File: config.mk
export PLATFORM = sky130hd
export DESIGN_NAME = asfm_seq
export DESIGN_NICKNAME = d
export VERILOG_FILES = /design/src/rtl/asfm_pkg.sv /design/src/rtl/asfm_seq.sv
export SDC_FILE = /design/constraint.sdc
export NUM_CORES = 1
export LEC_CHECK = 0
export BUFFER_PORTS_ARGS = -buffer_cell sky130_fd_sc_hd__buf_2
export CAP_MARGIN = 40
export CORE_AREA = 2 2 150 137
export CTS_BUF_LIST = sky130_fd_sc_hd__clkbuf_16
export DETAILED_ROUTE_END_ITERATION = 6
export DIE_AREA = 0 0 152 139
export PLACE_DENSITY = 0.88
export REMOVE_ABC_BUFFERS = 1
export SETUP_SLACK_MARGIN = 0.1
export SLEW_MARGIN = 20
export SYNTH_ARGS = -nofsm -noshare
export SYNTH_HDL_FRONTEND = slang
export SYNTH_SLANG_ARGS = --single-unit
File: constraint.sdc
create_clock -name i_clk -period 4.4 [get_ports i_clk]
set_input_delay 0.44 -clock i_clk [delete_from_list [all_inputs] [get_ports i_clk]]
set_output_delay 0.44 -clock i_clk [all_outputs]
set_load 0.02 [all_outputs]
File: src/rtl/asfm_pkg.sv
`timescale 1ns / 1ps
// Shared types and constants of the adaptive symbol frequency model.
// Used by asfm_seq and the top level; no dependencies.
package asfm_pkg;

    localparam int CNT_W    = 32;
    localparam int WEIGHT_W = 16;
    localparam int SYM_W    = 8;

    localparam logic [CNT_W-1:0]    COUNT_MAX    = '1;
    localparam logic [CNT_W-1:0]    COUNT_RESET  = 32'd1;
    localparam logic [WEIGHT_W-1:0] WEIGHT_RESET = 16'd32;

    // Item kinds carried on the input tuser
    localparam logic OP_QUERY  = 1'b0;
    localparam logic OP_UPDATE = 1'b1;

    typedef enum logic [2:0] {
        ST_CLEAR,
        ST_IDLE,
        ST_SUM,
        ST_UPD,
        ST_DONE
    } t_state;

    typedef struct packed {
        logic [CNT_W-1:0] cumulative;
        logic [CNT_W-1:0] total;
        logic [CNT_W-1:0] peak;
        logic             saturated;
    } t_result;

endpackage

File: src/rtl/asfm_seq.sv
`timescale 1ns / 1ps
// Sequencer of the frequency model: clearing pass, cumulative sum over the
// count memory, read-modify-write of one count, total and peak. Uses asfm_pkg.
module asfm_seq #(
    parameter int SYMBOLS = 256,
    parameter int AW      = 8
) (
    input  logic                           i_clk,
    input  logic                           i_rst_n,
    input  logic                           i_valid,
    output logic                           o_ready,
    input  logic                           i_op,
    input  logic [asfm_pkg::SYM_W-1:0]     i_symbol,
    input  logic [asfm_pkg::WEIGHT_W-1:0]  i_weight,
    output logic                           o_res_vld,
    input  logic                           i_res_rdy,
    output asfm_pkg::t_result              o_res,
    output logic                           o_rd_en,
    output logic [AW-1:0]                  o_rd_addr,
    input  logic [asfm_pkg::CNT_W-1:0]     i_rd_data,
    output logic                           o_wr_en,
    output logic [AW-1:0]                  o_wr_addr,
    output logic [asfm_pkg::CNT_W-1:0]     o_wr_data
);
    import asfm_pkg::*;

    localparam int CW = $clog2(SYMBOLS + 1);
    localparam int LW = (CW > SYM_W) ? CW : SYM_W;

    t_state r_state, n_state;

    logic [LW-1:0]    r_cnt, n_cnt;
    logic [LW-1:0]    r_lim, n_lim;
    logic             r_pend, n_pend;
    logic [AW-1:0]    r_addr, n_addr;
    logic [CNT_W-1:0] r_cum, n_cum;
    logic             r_sat, n_sat;
    logic [CNT_W-1:0] r_total, n_total;
    logic [CNT_W-1:0] r_peak, n_peak;

    logic [LW-1:0]    sym_ext;
    logic             in_range;
    logic [LW-1:0]    limit;
    logic             accept;
    logic             issue;
    logic [CNT_W:0]   cum_sum;
    logic [CNT_W:0]   cnt_sum;
    logic [CNT_W:0]   tot_sum;
    logic [CNT_W-1:0] new_count;
    logic [CNT_W-1:0] new_total;

    // Decode the incoming item
    always_comb begin
        sym_ext  = LW'(i_symbol);
        in_range = sym_ext < LW'(SYMBOLS);
        limit    = in_range ? sym_ext : LW'(SYMBOLS);
        accept   = i_valid && (r_state == ST_IDLE);
        issue    = r_cnt != r_lim;
    end

    // Saturating adders
    always_comb begin
        cum_sum   = {1'b0, r_cum} + {1'b0, i_rd_data};
        cnt_sum   = {1'b0, i_rd_data} + (CNT_W + 1)'(i_weight);
        tot_sum   = {1'b0, r_total} + (CNT_W + 1)'(i_weight);
        new_count = cnt_sum[CNT_W] ? COUNT_MAX : cnt_sum[CNT_W-1:0];
        new_total = tot_sum[CNT_W] ? COUNT_MAX : tot_sum[CNT_W-1:0];
    end

    // Next state
    always_comb begin
        n_state = r_state;
        case (r_state)
            ST_CLEAR: begin
                if (r_cnt == LW'(SYMBOLS - 1)) begin
                    n_state = ST_IDLE;
                end
            end
            ST_IDLE: begin
                if (accept) begin
                    if (i_op == OP_UPDATE && in_range) begin
                        n_state = ST_UPD;
                    end else if (i_op == OP_QUERY && limit != '0) begin
                        n_state = ST_SUM;
                    end else begin
                        n_state = ST_DONE;
                    end
                end
            end
            ST_SUM: begin
                if (!issue && r_pend) begin
                    n_state = ST_DONE;
                end
            end
            ST_UPD: begin
                n_state = ST_DONE;
            end
            ST_DONE: begin
                if (i_res_rdy) begin
                    n_state = ST_IDLE;
                end
            end
            default: begin
                n_state = ST_CLEAR;
            end
        endcase
    end

    // Memory requests and handshake outputs
    always_comb begin
        o_ready   = 1'b0;
        o_res_vld = 1'b0;
        o_rd_en   = 1'b0;
        o_rd_addr = sym_ext[AW-1:0];
        o_wr_en   = 1'b0;
        o_wr_addr = r_addr;
        o_wr_data = new_count;
        case (r_state)
            ST_CLEAR: begin
                o_wr_en   = 1'b1;
                o_wr_addr = r_cnt[AW-1:0];
                o_wr_data = COUNT_RESET;
            end
            ST_IDLE: begin
                o_ready = 1'b1;
                o_rd_en = accept && i_op == OP_UPDATE && in_range;
            end
            ST_SUM: begin
                o_rd_en   = issue;
                o_rd_addr = r_cnt[AW-1:0];
            end
            ST_UPD: begin
                o_wr_en = 1'b1;
            end
            ST_DONE: begin
                o_res_vld = 1'b1;
            end
            default: begin
                o_ready = 1'b0;
            end
        endcase
    end

    // Datapath next values
    always_comb begin
        n_cnt   = r_cnt;
        n_lim   = r_lim;
        n_pend  = r_pend;
        n_addr  = r_addr;
        n_cum   = r_cum;
        n_sat   = r_sat;
        n_total = r_total;
        n_peak  = r_peak;
        case (r_state)
            ST_CLEAR: begin
                n_cnt = r_cnt + LW'(1);
            end
            ST_IDLE: begin
                if (accept) begin
                    n_cnt  = '0;
                    n_pend = 1'b0;
                    n_lim  = limit;
                    n_addr = sym_ext[AW-1:0];
                    n_cum  = '0;
                    n_sat  = 1'b0;
                end
            end
            ST_SUM: begin
                // Issue one read per cycle, fold in the data of the previous one
                if (issue) begin
                    n_cnt = r_cnt + LW'(1);
                end
                n_pend = issue;
                if (r_pend) begin
                    n_cum = cum_sum[CNT_W] ? COUNT_MAX : cum_sum[CNT_W-1:0];
                    n_sat = r_sat | cum_sum[CNT_W];
                end
            end
            ST_UPD: begin
                n_total = new_total;
                n_peak  = (new_total > r_peak) ? new_total : r_peak;
                n_sat   = cnt_sum[CNT_W] | tot_sum[CNT_W];
            end
            default: begin
                n_cnt = r_cnt;
            end
        endcase
    end

    // Control registers
    always_ff @(posedge i_clk) begin
        if (!i_rst_n) begin
            r_state <= ST_CLEAR;
            r_cnt   <= '0;
            r_pend  <= 1'b0;
            r_total <= CNT_W'(SYMBOLS);
            r_peak  <= CNT_W'(SYMBOLS);
        end else begin
            r_state <= n_state;
            r_cnt   <= n_cnt;
            r_pend  <= n_pend;
            r_total <= n_total;
            r_peak  <= n_peak;
        end
    end

    // Payload registers
    always_ff @(posedge i_clk) begin
        r_lim  <= n_lim;
        r_addr <= n_addr;
        r_cum  <= n_cum;
        r_sat  <= n_sat;
    end

    assign o_res.cumulative = r_cum;
    assign o_res.total      = r_total;
    assign o_res.peak       = r_peak;
    assign o_res.saturated  = r_sat;

endmodule

After elaboration in Yosys (flattened, before gate mapping):

Index checks and enable logic that the tools add are counted.

* word-level logic and storage cells: 73
* bits in registers: 118
* input bits: 61
* output and inout port bits: 149

* $lt $le $gt $ge: 1
* $add $sub $neg: 4
* multiplexer cells: 27
* reductions and logical operators: 18
* equal/unequal tests: 12
* bitwise operators: 3

Operator list (number)
* 32-bit two-way mux: 6
* 32-bit by 16-bit adder with 33-bit output: 2
* 32-bit one-hot mux with 2 select lines: 1
* 32-bit by 32-bit adder with 33-bit output: 1
* 32-bit greater-than comparator: 1
* 9-bit one-hot mux with 3 select lines: 1
* 3-bit two-way mux: 6
* 9-bit two-way mux: 2
* 8-bit two-way mux: 2
* 3-bit one-hot mux with 5 select lines: 1
* 2-bit inequality test (second input constant): 6
* 9-bit by 1-bit adder with 9-bit output (second input constant): 1
* 9-bit by 8-bit == test with 1-bit output (second input constant): 1
* 9-bit by 8-bit inequality test with 1-bit output: 1
* 3-bit AND reduction: 3
* 9-bit nonzero test: 1
* 3-bit by 2-bit == test with 1-bit output (second input constant): 2
* 2-bit AND reduction: 3
* 3-bit nonzero test: 2
* 1-bit two-way mux: 5
* 1-bit logical AND: 4
* 1-bit one-hot mux with 2 select lines: 2
* 4-bit AND reduction: 1
* 3-bit by 1-bit == test with 1-bit output (second input constant): 1
* 8 further kinds: 9

Depth between registers and ports, before layout:

* depth in word-level cells: 6
* depth in mapped cells: 21
* depth with buffers taken out: 19

Least setup slack after synthesis:

Ideal clock, no wire load.

* path type: input-to-reg
* start point: input i_weight[0] (netlist bit)
* end point: register r_peak[1]
* arrival time: 4.469 ns
* setup slack: -0.160 ns
* cell stages on the path: 19
* setup time: 0.091 ns
* path through: ha_1 -> fa_1 -> a211oi_1 -> o21a_1 -> o221ai_2 -> a311o_2 -> and2_1 -> buf_2 -> a21oi_1 -> inv_1 -> ha_1 -> a21o_1 -> a21o_1 -> a21oi_1 -> o211ai_1 -> a221oi_1 -> nor2_1 -> clkbuf_1 -> a311oi_1

* longest elaborated chain between the ends: 4

Ends and longest elaborated chain
* start, declared: RTL line asfm_seq.sv:14 `input logic [asfm_pkg::WEIGHT_W-1:0] i_weight,`
* 32-bit by 16-bit adder with 33-bit output: RTL line asfm_seq.sv:65 `tot_sum = {1'b0, r_total} + (CNT_W + 1)'(i_weight);`
* 32-bit two-way mux: RTL line asfm_seq.sv:67 `new_total = tot_sum[CNT_W] ? COUNT_MAX : tot_sum[CNT_W-1:0];`
* net new_total[17]: RTL line asfm_seq.sv:50 `logic [CNT_W-1:0] new_total;`
* 32-bit greater-than comparator: RTL line asfm_seq.sv:181 `n_peak = (new_total > r_peak) ? new_total : r_peak;`
* 2-bit AND reduction (no line)
* end signal, assigned: RTL line asfm_seq.sv:197 `r_peak <= CNT_W'(SYMBOLS);`
* end signal, assigned: RTL line asfm_seq.sv:203 `r_peak <= n_peak;`
* end, declared: RTL line asfm_seq.sv:39 `logic [CNT_W-1:0] r_peak, n_peak;`

The timed path passes the listed nets, and every way through them passes these cells.
A chain may end at the register's enable or synchronous reset.

Worst setup path in the final report:

* start point: register r_total[0]
* end point: register r_peak[9]

* longest elaborated chain between the ends: 4

Ends and longest elaborated chain
* start, declared: RTL line asfm_seq.sv:38 `logic [CNT_W-1:0] r_total, n_total;`
* start signal, assigned: RTL line asfm_seq.sv:196 `r_total <= CNT_W'(SYMBOLS);`
* start signal, assigned: RTL line asfm_seq.sv:202 `r_total <= n_total;`
* 32-bit by 16-bit adder with 33-bit output *: RTL line asfm_seq.sv:65
* 32-bit two-way mux *: RTL line asfm_seq.sv:67
* net new_total[9]: RTL line asfm_seq.sv:50
* 32-bit greater-than comparator: RTL line asfm_seq.sv:181
* 2-bit AND reduction (no line)

Mark *: on every way through the listed nets, which the timed path passes. The rest lies on a longest branch.

==> flow_metrics.tcl <==
set metrics [dict create \
    drt_iter0_markers 1289 \
    synthXorXnorAreaFrac_pct 6.76 \
    htreeDepth 4 \
    synthArstFlopShare_pct 0 \
    clk_pin_slew_ns 0.06 \
    cts_buffers 17 \
    synth-edff-count 41 \
    io_buffers 209 \
    wl_met2_um 15600 \
    synth-compound-area-share_pct 25.9 \
    critPathRequiredTime_ns 4.69 \
    wl_met3_um 3960 \
    syn_inst 1210 \
    grt_max_degree 40 \
    yosysTopAreaCellShare_pct 15.7 \
    dieWidth_um 152 \
    grt_pass1_vias 10100 \
    synthTopCellsByArea "dfxtp_1 16%, edfxtp_1 13%, ha_1 12%" \
    syn2layout_area_growth_pct 29.8 \
    syn_area_um2 9850 \
    io_pins 210 \
    antenna_found_initial 7 \
    hold_viol 0 \
    synth-simple-area-share_pct 19.3 \
    holdPathStages 1 \
    synth_ff_type "dfxtp_1" \
    finalCritPeriodShare_pct 111 \
    seq_power_share_pct 39.8 \
    synth.largest_area_cell "dfxtp_1" \
    p_clk_share_pct 42.2 \
    synth.area.mux_share_pct 1.65 \
    reg2reg_slack_ns -0.50 \
    drcViolationCount 0 \
    min_period_ns 4.90 \
    setup_viol_count_final 32 \
    min_to "r_addr[5]" \
    relSlewSlack_pct 42.5 \
    status "finished, violations left" \
    numClockSinks 118 \
    initial_core_util_pct 50.0 \
    num_vias 11100 \
    layout_common_cells "209 x buf_2, 132 x a21oi_1, 114 x nand2_1, 112 x nor2_1, 95 x buf_4" \
    fmax_mhz 204 \
    cp_max_fo 15 \
    topRoutingLayerUsed "met5" \
    fill_cells 1547 \
    irDropWorstVdd_v 0.000227 \
    timing.hold.ws_ns 0.218 \
    synthDistinctLibCells 77 \
    comb_power_share_pct 18.0 \
    violations "negative setup slack" \
    hold_path_class "input port to flip-flop" \
    grt-ovfl-total 0 \
    clk_latency_ns 0.42 \
    p_leak_nw 5.78 \
    synthAdderAreaFrac_pct 13.1 \
    critPathArrivalTime_ns 5.19 \
    wl_um 35600 \
    cts_tree "built" \
    dieHeight_um 139 \
    instances_no_fill 1769 \
    finalWorstSetupSlack_ns -0.503 \
    drv_cap 0 \
    fin_skew_ns 0.0102 \
    critical_path_class "flip-flop to flip-flop" \
    root_buffer "clkbuf_16" \
    cp-end-kind "flip-flop" \
    post_drt_wl_per_cell_um 20.1 \
    synth_warnings 0 \
    p_sw_mw 0.813 \
    cellPowerDensity_nw_per_um2 222 \
    synth_top_family_by_area "compound AO/OA/AOI/OAI gates" \
    final_antenna_net_count 0 \
    first_pass_iters 7 \
    synth_seq_area_share_pct 28.2 \
    internal-power_mw 2.02 \
    worst-r2r-cell-count 19 \
    wl_met1_um 14000 \
    vias_per_cell 6.27 \
    mostFrequentLayoutCell "buf_2" \
    gp_congestion 0.965 \
    cp-start-kind "flip-flop" \
    finalMaxSlewViolations 0 \
    crit-reg2reg-launch "r_total[0]" \
    grt_first_pass_wirelength_um 51200 \
    grt.total_usage_pct 29.6 \
    rows 49 \
    r2r-end "r_peak[9]" \
    swShare_pct 28.7 \
    core_area_um2 19700 \
    dp_hpwl_um 24000 \
    final_nets 1662 \
    dp.cells 1713 \
    synth_seq_cells 118 \
    die_area_um2 21100 \
    worstHoldStart "i_symbol[5]" \
    clock_path_buffers 2 \
    rsz0062_at_grt "true" \
    avgSynthCellArea_um2 8.14 \
    worst_pin_slew_ns 0.861 \
    drive_gt1_share_pct 30.2 \
]
repair_timing:
action | 4_1_cts | 5_1_grt
endpoints found under the setup margin | 32 | 32
cloned | 3 | 1
hold buffers | 0 | 0
gates resized for setup | 23 | 59
pin swaps | 5 | 15
buffers inserted | 2 | 17
registers in the layout, summed over array words and instances, names as in the netlist:
register and count:
r_addr 8, r_state 3, r_pend 1, r_total 32, r_peak 32, r_cnt 9, r_cum 32, r_sat 1
metal layers:
layer / track usage (%) / vias up
met2: 46.3 / 720
met1: 37.1 / 5136
met5: 0 / -
met4: 13.0 / 8
met3: 9.94 / 201
li1: - / 5028
cell usage after synthesis (all sizes together) (4+ instances only):
cell type    n
and4         4
o21ai       57
o21bai       9
a21o        30
or2          7
xnor2       40
inv         67
buf         14
nand4       14
mux2i        5
o2bb2ai     11
o31ai        5
nor2b       10
o21a        10
a31oi       28
ha          98
a311oi      17
and2         7
nor3        33
a21oi      153
nand2      117
and3        23
a21boi       4
edfxtp      41
xor2        36
dfxtp       77
mux2        10
nand2b      11
a211oi      19
o211ai      11
clkbuf      36
a211o        4
nor4         4
nand3       39
a31o         5
or3          6
nor2       116
power by group through the flow:
stage               Clock (mW)  Combinational [mW]  Sequential, mW
floorplan                    0               0.304            1.15
global placement             0               0.449            1.15
detailed placement           0               0.465            1.15
CTS                       1.19               0.472            1.13
global route              1.24               0.555            1.13
finish                    1.20               0.512            1.13
cells by family after synthesis:
logic type / count (synthesis)
xor+xnor: 76
buf+inv: 117
fa+ha+maj: 101
compound gates: 388
mux: 15
flops: 118
simple gates: 395
layout make-up:
type / instances / area, um^2 / share of cell area (%)
Sequential cell: 118 / 2770 / 21.7
Antenna cell: 3 / 7.51 / 0.0587
Multi-Input combinational cell: 977 / 6960 / 54.5
Timing Repair Buffer: 319 / 1980 / 15.5
Tap cell: 255 / 319 / 2.50
Inverter: 67 / 251 / 1.97
Clock inverter: 13 / 57.6 / 0.450
Clock buffer: 17 / 425 / 3.33
worst max-delay path, cell delays in order, from the launching register on:
cell      delay, ns
dfxtp_2        0.33
ha_4           0.16
fa_2           0.35
a211oi_2       0.27
o21a_1         0.21
o221ai_2       0.15
a311o_2        0.47
nand3_4        0.17
buf_6          0.15
nand2_4        0.08
ha_4           0.34
nand4_1        0.23
a2111o_1       0.43
o211ai_1       0.25
a221oi_2       0.14
buf_4          0.17
nor2_4         0.16
buf_12         0.18
nor2_1         0.09
a311oi_2       0.41
worst max path at each step:
stage               slack [ns]  cells after the start         end         from
global route             -0.73                     20   r_peak[9]   r_total[1]
global placement         -0.32                     17  r_peak[23]  i_weight[0]
detailed placement       -0.44                     20   r_peak[2]  i_weight[0]
finish                   -0.50                     19   r_peak[9]   r_total[0]
floorplan                -1.21                     17   r_peak[3]  i_weight[0]
CTS                       0.05                     20   r_peak[2]   r_total[0]
stage by stage:
step	setup WS [ns]	instance area, um^2	setup TNS (ns)	power [mW]	util (%)
floorplan	-1.21	9600	-34.91	1.45	-
global placement	-0.319	11700	-7.90	1.60	59.2
detailed placement	-0.441	11700	-10.92	1.62	59.4
CTS	0.0485	12300	0	2.79	62.7
global route	-0.727	12800	-14.50	2.93	64.9
finish	-0.503	12800	-8.73	2.84	64.9
No activity file was read; power rests on OpenSTA's default activity.
